$ cat src/hw/rtl/df1rx_pkg.sv
package df1rx_pkg;

    localparam int MAX_FRAME = 256;
    localparam int CNT_W     = $clog2(MAX_FRAME + 1);
    localparam int LEN_W     = 9;

    localparam logic [15:0] CRC_POLY = 16'hA001;

    localparam logic [7:0] SYM_STX = 8'h02;
    localparam logic [7:0] SYM_ETX = 8'h03;
    localparam logic [7:0] SYM_ENQ = 8'h05;
    localparam logic [7:0] SYM_ACK = 8'h06;
    localparam logic [7:0] SYM_DLE = 8'h10;
    localparam logic [7:0] SYM_NAK = 8'h15;

    typedef enum logic [2:0] {
        PH_IDLE      = 3'd0,
        PH_IDLE_ESC  = 3'd1,
        PH_FRAME     = 3'd2,
        PH_FRAME_ESC = 3'd3,
        PH_CRC_LO    = 3'd4,
        PH_CRC_HI    = 3'd5
    } phase_t;

    typedef enum logic [2:0] {
        K_DATA   = 3'd0,
        K_GOOD   = 3'd1,
        K_BADCRC = 3'd2,
        K_NOETX  = 3'd3,
        K_ENQ    = 3'd4,
        K_STRAY  = 3'd5,
        K_OVER   = 3'd6
    } kind_t;

    typedef struct packed {
        kind_t             kind;
        logic [7:0]        data_byte;
        logic [LEN_W-1:0]  frame_length;
        logic              reply_ack;
    } rx_result_t;

    function automatic logic is_control(logic [7:0] c);
        return (c == SYM_ETX) || (c == SYM_STX) || (c == SYM_ENQ) ||
               (c == SYM_ACK) || (c == SYM_NAK);
    endfunction

    function automatic logic [15:0] crc_step(logic [15:0] crc, logic [7:0] b);
        logic [15:0] c;
        c = crc ^ {8'h00, b};
        for (int i = 0; i < 8; i++) begin
            c = c[0] ? ((c >> 1) ^ CRC_POLY) : (c >> 1);
        end
        return c;
    endfunction

endpackage

$ cat src/hw/rtl/df1_frame_receiver_crc16.sv
// df1 full-duplex frame receiver, receive side only, with crc-16 check
//
// s_axis: one raw serial line byte per beat, rx_byte in tdata[7:0]
// m_axis: zero or one result beat per input beat; tuser holds the kind
//   (data byte, frame good, crc bad, no etx end, enq seen, stray control,
//   overflow), tdata holds data_byte, frame_length and reply_ack
//
// the decode, escape handling and the unrolled crc byte update sit between
// the phase/crc/count registers and a two-entry output buffer, so each result
// is registered in the output buffer before it appears on m_axis, and one input
// beat is taken every cycle while m_axis keeps up
// when m_axis stalls, one further result lands in the skid entry; s_axis
// tready then drops until the output buffer drains
//
// after reset the receiver is idle hunting for dle stx, crc and count are
// zero and the output buffer is empty; nothing needs to be swept
module df1_frame_receiver_crc16 (
    input  logic        clk,
    input  logic        rst_n,
    input  logic        s_axis_tvalid,
    output logic        s_axis_tready,
    input  logic [7:0]  s_axis_tdata,   // [7:0] rx_byte
    output logic        m_axis_tvalid,
    input  logic        m_axis_tready,
    output logic [23:0] m_axis_tdata,   // [7:0] data_byte, [16:8] frame_length,
                                        // [17] reply_ack, [23:18] zero
    output logic [2:0]  m_axis_tuser    // [2:0] kind
);
    import df1rx_pkg::*;

    phase_t           phase_reg, phase_next;
    logic [15:0]      crc_reg, crc_next;
    logic [7:0]       crc_lo_reg, crc_lo_next;
    logic [CNT_W-1:0] count_reg, count_next;
    logic             over_reg, over_next;

    logic             in_fire;
    logic [7:0]       c;
    logic             take;
    logic             res_valid;
    rx_result_t       res;
    logic [15:0]      crc_upd;
    logic             buf_ready;
    rx_result_t       out_rec;

    assign s_axis_tready = buf_ready;
    assign in_fire       = s_axis_tvalid && buf_ready;
    assign c             = s_axis_tdata;
    // the etx fold sees c == etx, so the line byte feeds the update directly
    assign crc_upd       = crc_step(crc_reg, c);

    always_ff @(posedge clk or negedge rst_n)
    begin
        if (!rst_n)
        begin
            phase_reg  <= PH_IDLE;
            crc_reg    <= '0;
            crc_lo_reg <= '0;
            count_reg  <= '0;
            over_reg   <= 1'b0;
        end
        else
        begin
            phase_reg  <= phase_next;
            crc_reg    <= crc_next;
            crc_lo_reg <= crc_lo_next;
            count_reg  <= count_next;
            over_reg   <= over_next;
        end
    end

    always_comb
    begin
        phase_next  = phase_reg;
        crc_next    = crc_reg;
        crc_lo_next = crc_lo_reg;
        count_next  = count_reg;
        over_next   = over_reg;
        take        = 1'b0;
        res_valid   = 1'b0;
        res         = '0;
        if (in_fire)
        begin
            unique case (phase_reg)
                PH_IDLE_ESC:
                begin
                    phase_next = PH_IDLE;
                    if (c == SYM_STX)
                    begin
                        crc_next   = '0;
                        count_next = '0;
                        over_next  = 1'b0;
                        phase_next = PH_FRAME;
                    end
                    else if (c == SYM_ENQ)
                    begin
                        res_valid = 1'b1;
                        res.kind  = K_ENQ;
                    end
                    else if (is_control(c))
                    begin
                        res_valid = 1'b1;
                        res.kind  = K_STRAY;
                    end
                end
                PH_FRAME:
                begin
                    if (c == SYM_DLE)
                    begin
                        phase_next = PH_FRAME_ESC;
                    end
                    else
                    begin
                        take = 1'b1;
                    end
                end
                PH_FRAME_ESC:
                begin
                    if (!is_control(c))
                    begin
                        phase_next = PH_FRAME;
                        take       = 1'b1;
                    end
                    else if (c == SYM_ETX)
                    begin
                        crc_next   = crc_upd;
                        phase_next = PH_CRC_LO;
                    end
                    else
                    begin
                        phase_next       = PH_IDLE;
                        res_valid        = 1'b1;
                        res.kind         = over_reg ? K_OVER : K_NOETX;
                        res.frame_length = LEN_W'(count_reg);
                    end
                end
                PH_CRC_LO:
                begin
                    crc_lo_next = c;
                    phase_next  = PH_CRC_HI;
                end
                PH_CRC_HI:
                begin
                    phase_next       = PH_IDLE;
                    res_valid        = 1'b1;
                    res.frame_length = LEN_W'(count_reg);
                    if (over_reg)
                    begin
                        res.kind = K_OVER;
                    end
                    else if ({c, crc_lo_reg} == crc_reg)
                    begin
                        res.kind      = K_GOOD;
                        res.reply_ack = 1'b1;
                    end
                    else
                    begin
                        res.kind = K_BADCRC;
                    end
                end
                default:
                begin
                    phase_next = (c == SYM_DLE) ? PH_IDLE_ESC : PH_IDLE;
                end
            endcase

            if (take)
            begin
                if (over_reg || (count_reg >= CNT_W'(MAX_FRAME)))
                begin
                    over_next = 1'b1;
                end
                else
                begin
                    count_next       = count_reg + 1'b1;
                    crc_next         = crc_upd;
                    res_valid        = 1'b1;
                    res.kind         = K_DATA;
                    res.data_byte    = c;
                    res.frame_length = LEN_W'(count_reg + 1'b1);
                end
            end
        end
    end

    df1rx_skid u_skid (
        .clk       (clk),
        .rst_n     (rst_n),
        .push      (res_valid),
        .push_rec  (res),
        .ready     (buf_ready),
        .out_valid (m_axis_tvalid),
        .out_ready (m_axis_tready),
        .out_rec   (out_rec)
    );

    assign m_axis_tuser = out_rec.kind;
    assign m_axis_tdata = {6'b0, out_rec.reply_ack, out_rec.frame_length, out_rec.data_byte};

    a_count_bound: assert property (@(posedge clk) disable iff (!rst_n)
        count_reg <= CNT_W'(MAX_FRAME))
        else $error("frame byte count beyond limit");

    a_over_full: assert property (@(posedge clk) disable iff (!rst_n)
        over_reg |-> count_reg == CNT_W'(MAX_FRAME))
        else $error("overflow flag set with frame not full");

    a_stall_only_when_blocked: assert property (@(posedge clk) disable iff (!rst_n)
        !s_axis_tready |-> m_axis_tvalid)
        else $error("input stalled with empty output");

    a_data_len: assert property (@(posedge clk) disable iff (!rst_n)
        res_valid && res.kind == K_DATA |-> res.frame_length != '0 && !over_next)
        else $error("data beat with zero length or during overflow");

endmodule

$ cat src/hw/rtl/df1rx_skid.sv
module df1rx_skid (
    input  logic                   clk,
    input  logic                   rst_n,
    input  logic                   push,
    input  df1rx_pkg::rx_result_t  push_rec,
    output logic                   ready,
    output logic                   out_valid,
    input  logic                   out_ready,
    output df1rx_pkg::rx_result_t  out_rec
);
    import df1rx_pkg::*;

    logic       out_valid_reg;
    logic       sk_valid_reg;
    rx_result_t out_rec_reg;
    rx_result_t sk_rec_reg;
    logic       drain;

    assign drain     = !out_valid_reg || out_ready;
    assign ready     = !sk_valid_reg;
    assign out_valid = out_valid_reg;
    assign out_rec   = out_rec_reg;

    always_ff @(posedge clk or negedge rst_n)
    begin
        if (!rst_n)
        begin
            out_valid_reg <= 1'b0;
            sk_valid_reg  <= 1'b0;
        end
        else if (drain)
        begin
            out_valid_reg <= sk_valid_reg || push;
            sk_valid_reg  <= 1'b0;
        end
        else if (push)
        begin
            sk_valid_reg <= 1'b1;
        end
    end

    // payload, no reset
    always_ff @(posedge clk)
    begin
        if (drain)
        begin
            if (sk_valid_reg)
            begin
                out_rec_reg <= sk_rec_reg;
            end
            else if (push)
            begin
                out_rec_reg <= push_rec;
            end
        end
        else if (push)
        begin
            sk_rec_reg <= push_rec;
        end
    end

endmodule

$ cat config.mk
export PLATFORM = sky130hd
export DESIGN_NAME = df1_frame_receiver_crc16
export DESIGN_NICKNAME = d
export VERILOG_FILES = /design/src/hw/rtl/df1rx_pkg.sv /design/src/hw/rtl/df1_frame_receiver_crc16.sv /design/src/hw/rtl/df1rx_skid.sv
export SDC_FILE = /design/constraint.sdc
export NUM_CORES = 1
export LEC_CHECK = 0
export BUFFER_PORTS_ARGS = -buffer_cell sky130_fd_sc_hd__clkbuf_2
export CORE_MARGIN = 2
export CORE_UTILIZATION = 45
export CTS_CLUSTER_SIZE = 25
export DETAILED_ROUTE_END_ITERATION = 8
export GPL_ROUTABILITY_DRIVEN = 0
export PLACE_DENSITY = 0.71
export SLEW_MARGIN = 10
export SYNTH_ARGS = -nofsm -noshare
export SYNTH_HDL_FRONTEND = slang
export SYNTH_SLANG_ARGS = --single-unit
$ cat constraint.sdc
create_clock -name clk -period 8.45 [get_ports clk]
set_clock_uncertainty 0.15 [all_clocks]
set_input_delay 1.69 -clock clk [delete_from_list [all_inputs] [get_ports clk]]
set_output_delay 1.69 -clock clk [all_outputs]
set_load 0.02 [all_outputs]
==> results of run 1 <==
## path summary, 6_finish.rpt
| check | start | to | slack, ns | depth (start not counted) |
|---|---|---|---|---|
| max in group asynchronous | rst_n | crc_lo_reg[3] | 6.19 | 1 |
| worst min register to register | crc_lo_reg[0] | crc_lo_reg[0] | 0.37 | 2 |
| worst max register to register | phase_reg[1] | u_skid.out_rec[12] | 5.06 | 6 |
| worst min-delay path | crc_lo_reg[0] | crc_lo_reg[0] | 0.37 | 2 |
| min in group asynchronous | rst_n | crc_lo_reg[7] | 1.34 | 1 |
| worst max-delay path | s_axis_tdata[2] | u_skid.out_rec[12] | 4.24 | 7 |
## power by group through the flow
| stage | logic, W | registers (W) | clock network (W) |
|---|---|---|---|
| 6_report | 0.000363 | 0.000540 | 0.000285 |
| 5_1_grt | 0.000396 | 0.000551 | 0.000305 |
| 4_1_cts | 0.000365 | 0.000539 | 0.000291 |
| 3_5_place_dp | 0.000361 | 0.000548 | 0 |
| 3_3_place_gp | 0.000356 | 0.000544 | 0 |
| 2_1_floorplan | 0.000302 | 0.000538 | 0 |
## kinds of logic (layout without fill, tap and decap cells)
group / count (synthesis) / count (layout) / synth area share (%)
simple gates: 101 / 101 / 12.87
compound gates: 94 / 94 / 15.57
flops: 81 / 81 / 52.42
buf+inv: 40 / 65 / 5.218
xor+xnor: 39 / 39 / 9.792
mux: 14 / 14 / 3.459
fa+ha+maj: 2 / 2 / 0.5862
other cells: 1 / 6 / 0.08787
## per-layer routing
layer	share of wire, %	vias to the layer above
li1	-	1385
met1	50	1392
met2	45	63
met3	3.4	12
met4	1.9	0
met5	0	-
## critical path, stage by stage
cell	delay, ns
clkbuf_2	0.29
nand2_1	0.11
mux2i_1	0.16
a21o_1	0.26
a21oi_2	0.34
o21ai_0	0.24
a21boi_2	0.90
## cell usage in the layout (no fill, tap or decap), types with 8 or more instances in the layout
| cell type | count |
|---|---|
| edfxtp_1 | 42 |
| dfrtp_1 | 39 |
| clkbuf_2 | 34 |
| nand2_1 | 28 |
| o21ai_0 | 27 |
| xor2_1 | 18 |
| a22o_1 | 16 |
| a21o_1 | 14 |
| nor2_1 | 14 |
| xnor2_1 | 14 |
| inv_1 | 13 |
| nand3_1 | 12 |
| a21oi_1 | 10 |
| clkbuf_8 | 10 |
| mux2i_1 | 8 |
| and2_1 | 8 |
## final cells by class
cell class                 count  area [sq um]  share of cell area (%)
clock buffer                  11         141.4                   3.030
clock inverter                 5         56.30                   1.207
inverter                      13         48.80                   1.046
multi-input combinational    256          1836                   39.34
sequential                    81          2237                   47.95
tap                          129         161.4                   3.459
timing repair buffer          36         185.2                   3.969
## stage by stage
step / total power, W / area (sq um) / utilization (%) / std cells
after floorplan: 0.0008405 / 4287 / - / 377
after global placement: 0.0009005 / 4468 / 48.35 / 515
after detailed placement: 0.0009090 / 4468 / 48.35 / 515
after CTS: 0.001195 / 4666 / 50.49 / 531
after global routing: 0.001252 / 4666 / 50.49 / 531
final: 0.001188 / 4666 / 50.49 / 531
==> summary.txt, run 1 <==
Yosys
  • FF+latch count, synth: 81
  • Number of distinct library cells after synthesis: 59
  • Post-synth EDFFs: 42
  • Sequential-to-total area share from yosys stat: between 50% and 60%
  • Post-synthesis cell type with the largest combined area: edfxtp_1
  • Mean area per synthesized cell: 11.47 sq um
  • Post-synth top area share: 29.55%
  • Synthesized cell area: 4268 sq um
  • Commonest cells post-synth: edfxtp_1 (42), dfrtp_1 (39), nand2_1 (28)
  • Cells taking the most area after synthesis: edfxtp_1 (30%), dfrtp_1 (23%), xor2_1 (3.7%), a22o_1 (3.3%), o21ai_0 (3.2%)
  • Most frequently used cell type in the post-synthesis netlist: edfxtp_1
  • Dominant register cell in the synthesized netlist: edfxtp_1
  • Share of synthesized registers carrying an async set or reset: 48.15%
  • Yosys warning count: 0
  • Synthesized instance count: 372

GRT
  • Met2 demand-to-capacity share in global routing: 25.67%
  • Total routing usage reported by global routing: between 15 and 20%
  • Via count of the first global-routing pass: approximately 2800
  • Met3 Usage GRT: 3.520%
  • Largest net degree at the start of global routing: 40
  • GR Util met1: 26.37%
  • Antenna violations before repair: 0
  • Overflow left after global routing: 0
  • Global-route wire length before repair: 14.06 mm
  • Layer with the highest usage after global routing: met1

CTS
  • Deepest clock path buffer count: 2
  • Setup fix buffers added after clock tree synthesis: 0
  • Reg clk slew, reported paths: approximately 0.070 ns
  • CTS hold repair buffers: 0
  • # clock sinks: 81
  • Root Driver: clkbuf_8
  • Number of CTS-inserted buffers: 9
  • Gates resized, CTS repair: 0
  • Clock insertion delay at the later pin of the skew report: roughly 0.36 ns
  • Level count of the clock H-tree: 3
  • TritonCTS clock tree: built

STA
  • Slew at the pin with the worst max-slew slack: 1.157 ns
  • Highest attainable clock frequency: around 240 MHz
  • Final setup fails: 0
  • Worst slew margin relative to its limit: 22.45%
  • Final Cycle Share: 49.80%
  • Setup TNS: 0 ns
  • Worst hold slack after final layout: 0.3690 ns
  • Final critical delay including setup and external delays: ~4.2 ns
  • Unrepaired setup endpoints after global routing: false
  • Final hold violations: 0
  • Setup WS post-layout: approximately 4.2 ns
  • Final-report max-slew violation count: 0

Setup path
  • Sort of element at the start of the critical path: input pin
  • CP Capture Type: register
  • Crit path arrival time: 4.03 ns
  • Data required time at the worst endpoint: 8.27 ns
  • Worst Path Max Fanout: 21
  • Startpoint-to-endpoint class of the critical path: input pin to register

Layout
  • Signed area change from the synthesized netlist to the final layout: 9.323%
  • Number of fill cells in the layout: 846
  • Fraction of final layout cells with drive strength greater than 1: between 10% and 20%
  • Number of diodes: 0
  • Post-layout net count: 411

Placed design
  • Buffers on Ports: 34
  • Final HPWL from detailed placement: 5.953 mm
  • DP Worst Slack: between 3 and 4 ns

Worst hold path
  • Worst hold-check path type: register to register

Die
  • Die Span Y: 101.4 um
  • Number of standard-cell rows in the floorplan: 35
  • Area enclosed by the die boundary: 10280 sq um
  • Starting density of the core: 46.19%
  • Placeable core area: 9240 sq um
  • Die Wd: approximately 100 um
  • Top-level port count: 41

Detailed routing
  • Residual DRC count: 0
  • Aggregate routed wire length: around 8.4 mm
  • DRT iter0 DRCs: 336
  • Vias post-DR: 2852
  • Routed via count divided by cell count: 5.371
  • Post-DRT Antenna Nets: 0
  • Router iterations before antenna repair: 4
  • Drt wl/cell: 15.85 um

Pwr
  • Net switching fraction of the power: 32.32%
  • Combinational share of power: 30.5%
  • Net switching power: between 0.0003 and 0.0004 W
  • Internal cell power: between 0.0008 and 0.0009 W
  • Maximum resistive drop on vdd: 0.1776 mV
  • Clock group share of total power: 24.0%
  • Leak Pwr: 1.972 nW
  • Sequential cell fraction of total power: a little under half
  • Pwr dens: 254.7 nW/um^2

Flow run
  • Number of max-cap violations: 0

Status
  • Status: complete, no violations
Power figures use the tool's default switching activity.
==> run 2, diff against run 1 <==
--- a/config.mk
+++ b/config.mk
@@ -5,6 +5,7 @@
 export SDC_FILE = /design/constraint.sdc
 export NUM_CORES = 1
 export LEC_CHECK = 0
+export ABC_AREA = 1
 export BUFFER_PORTS_ARGS = -buffer_cell sky130_fd_sc_hd__clkbuf_2
 export CORE_MARGIN = 2
 export CORE_UTILIZATION = 45
==> constraint.sdc (replaced) <==
create_clock -name clk -period 4.2 [get_ports clk]
set_clock_uncertainty 0.15 [all_clocks]
set_input_delay 0.84 -clock clk [delete_from_list [all_inputs] [get_ports clk]]
set_output_delay 0.84 -clock clk [all_outputs]
set_load 0.02 [all_outputs]
==> run 2 against run 1 <==
Effect of this change:
- hold slack worse by 0.0017 ns
- largest power group unchanged
- register-to-register slack worse by 3.9 ns
- area after synthesis grew 4.6%
- power grew 76%
- sequential share of layout area is 3.2 points lower
- utilization rose by 1.1 points
- count of clock-buffer cells in the layout fell by 1
- clock power increased to 2.6 times the previous value
- non-clock buffer count did not move
- sequential power grew 76%
==> summary.txt, run 2 <==
Layout
  • Signed area change from the synthesized netlist to the final layout: 11.99%
  • Leading cell type in the layout, fill and taps excluded: nand2_1
  • Post-layout net count: 584
  • Fraction of final layout cells with drive strength greater than 1: 14.96%
  • Number of diodes: 0
  • Top library cells by usage in the layout, fill and taps aside: nand2_1 (149), inv_1 (57), nor2_1 (49)

GRT
  • Largest net degree at the start of global routing: 40
  • Layer with the highest usage after global routing: met2
  • Total routing usage reported by global routing: 20.14%
  • Antenna violations before repair: 0
  • GR Util met1: 25.43%
  • Met3 Usage GRT: 4.468%
  • Via count of the first global-routing pass: approximately 3600
  • Global-route wire length before repair: 17.31 mm
  • Overflow left after global routing: 0
  • Met2 demand-to-capacity share in global routing: 34.53%

Setup path
  • Crit path arrival time: 2.91 ns
  • CP cell instances: inv_1, nand2_1, buf_4, inv_2, o21ai_2, nand2_1, nand2_1, inv_1
  • Cell at the slowest stage of the critical path: dfrtp_1
  • Worst Path Max Fanout: 25
  • Most common cell on crit path: nand2_1
  • CP Capture Type: register
  • Data required time at the worst endpoint: ~4.0 ns
  • Critical path's largest stage delay: 0.66 ns
  • Startpoint-to-endpoint class of the critical path: register to register
  • Sort of element at the start of the critical path: register

STA
  • Worst slew margin relative to its limit: 30.31%
  • Final-report max-slew violation count: 0
  • Setup TNS: 0 ns
  • Unrepaired setup endpoints after global routing: false
  • Highest attainable clock frequency: 324.8 MHz
  • Final hold violations: 0
  • Final critical delay including setup and external delays: approximately 3.1 ns
  • Final Cycle Share: roughly 73%
  • Final setup fails: 0
  • Slew at the pin with the worst max-slew slack: about 1.0 ns
  • Setup WS post-layout: 1.121 ns

Detailed routing
  • Residual DRC count: 0
  • Router iterations before antenna repair: 5
  • Post-DRT Antenna Nets: 0
  • Vias post-DR: between 3000 and 4000
  • Aggregate routed wire length: 10.33 mm
  • Routed via count divided by cell count: 5.234
  • DRT iter0 DRCs: 243
  • Drt wl/cell: ~15 um

CTS
  • Gates resized, CTS repair: 0
  • Root Driver: clkbuf_8
  • Setup fix buffers added after clock tree synthesis: 0
  • CTS hold repair buffers: 0
  • Level count of the clock H-tree: 3
  • Reg clk slew, reported paths: 0.09 ns
  • Deepest clock path buffer count: 2
  • Number of CTS-inserted buffers: 9
  • TritonCTS clock tree: built
  • # clock sinks: 81
  • Clock insertion delay at the later pin of the skew report: 0.36 ns

Die
  • Top-level port count: 41
  • Area enclosed by the die boundary: roughly 11000 sq um
  • Die Span Y: 103.6 um
  • Placeable core area: 9684 sq um
  • Die Wd: 103.6 um
  • Starting density of the core: a little under half
  • Number of standard-cell rows in the floorplan: 36

Yosys
  • Commonest cells post-synth: nand2_1 (149), inv_1 (57), nor2_1 (49)
  • Post-synth top area share: 28.24%
  • Share of synthesized registers carrying an async set or reset: 48.15%
  • Most frequently used cell type in the post-synthesis netlist: nand2_1
  • Cells taking the most area after synthesis: edfxtp_1 (28%), dfrtp_1 (22%), nand2_1 (13%), inv_1 (4.8%), nand3_1 (4.1%)
  • Post-synth EDFFs: 42
  • Number of distinct library cells after synthesis: 41
  • Synthesized instance count: around 530
  • Post-synthesis cell type with the largest combined area: edfxtp_1
  • Yosys warning count: 0
  • FF+latch count, synth: 81
  • Synthesized cell area: about 4500 sq um
  • Dominant register cell in the synthesized netlist: edfxtp_1
  • Sequential-to-total area share from yosys stat: 50.10%
  • Mean area per synthesized cell: 8.362 sq um

Flow run
  • Number of max-cap violations: 0

Worst hold path
  • Worst hold-check path type: register to register

Pwr
  • Total Power: 0.002093 W
  • Pwr dens: 418.6 nW/um^2
  • Maximum resistive drop on vdd: 0.2236 mV
  • Leak Pwr: 2.318 nW

Placed design
  • DP Worst Slack: 0.7924 ns
  • Buffers on Ports: 34
  • Final HPWL from detailed placement: ~7.7 mm

Status
  • Status: complete, no violations
run 2: changes by cell type after synthesis, moves of 14 or more:
cell | before | now
nand3_1 | 12 | 37
nor2_1 | 14 | 49
inv_1 | 13 | 57
nand2_1 | 28 | 149
a22o_1 | 16 | 0
a21o_1 | 14 | 0
run 2: layout make-up:
type | instances | area [sq um]
clock buffers | 10 | 127.6
clock inverters | 6 | 137.6
fillers | 870 | 4683
inverters | 64 | 240.2
multi-input cells | 378 | 1894
flip-flops and latches | 81 | 2237
well taps | 133 | 166.4
repair buffers | 36 | 197.7
run 2: worst max-delay path: cells and delay by family (launching register included):
family          cells  cell delay (ns)
simple gates        3             0.26
buf+inv             4             1.47
compound gates      1             0.14
flops               1             0.66
run 2: final timing paths:
| path | startpoint | endpoint | slack [ns] | cells after the start |
|---|---|---|---|---|
| max in group asynchronous | rst_n | count_reg[5] | 2.74 | 1 |
| worst max register to register | u_skid.sk_valid_reg | u_skid.out_rec[15] | 1.12 | 8 |
| worst min-delay path | crc_lo_reg[2] | crc_lo_reg[2] | 0.37 | 2 |
| worst max-delay path | u_skid.sk_valid_reg | u_skid.out_rec[15] | 1.12 | 8 |
| worst min register to register | crc_lo_reg[2] | crc_lo_reg[2] | 0.37 | 2 |
| min in group asynchronous | rst_n | crc_reg[3] | 0.51 | 1 |
run 2: cell families after synthesis:
logic type / synth area share, %
AND/OR/NAND/NOR: 26.25
AO/OA/AOI/OAI: 12.55
flip-flops: 50.10
buffers and inverters: 7.902
XOR/XNOR: 2.550
adder cells (fa/ha/maj): 0.5603
other: 0.08398
run 2: per-layer routing:
metal	up-vias	share of wire [%]
met5	-	0
met4	0	2.6
met3	21	6.1
met2	136	49
met1	1734	42
li1	1815	-
run 2: through the flow:
step                      hold slack [ns]  std cells  util, %  instance area [sq um]
after global placement             0.3348        692    48.90                   4736
after global routing               0.3934        708    51.64                   5001
after CTS                          0.3690        708    51.64                   5001
after floorplan                    0.3030        539        -                   4484
final                              0.3674        708    51.64                   5001
after detailed placement           0.3494        692    48.90                   4736
run 2: power breakdown:
| part | internal, W | switching (W) |
|---|---|---|
| logic | 0.000136 | 0.000256 |
| registers | 0.000884 | 0.0000641 |
| clock network | 0.000460 | 0.000294 |
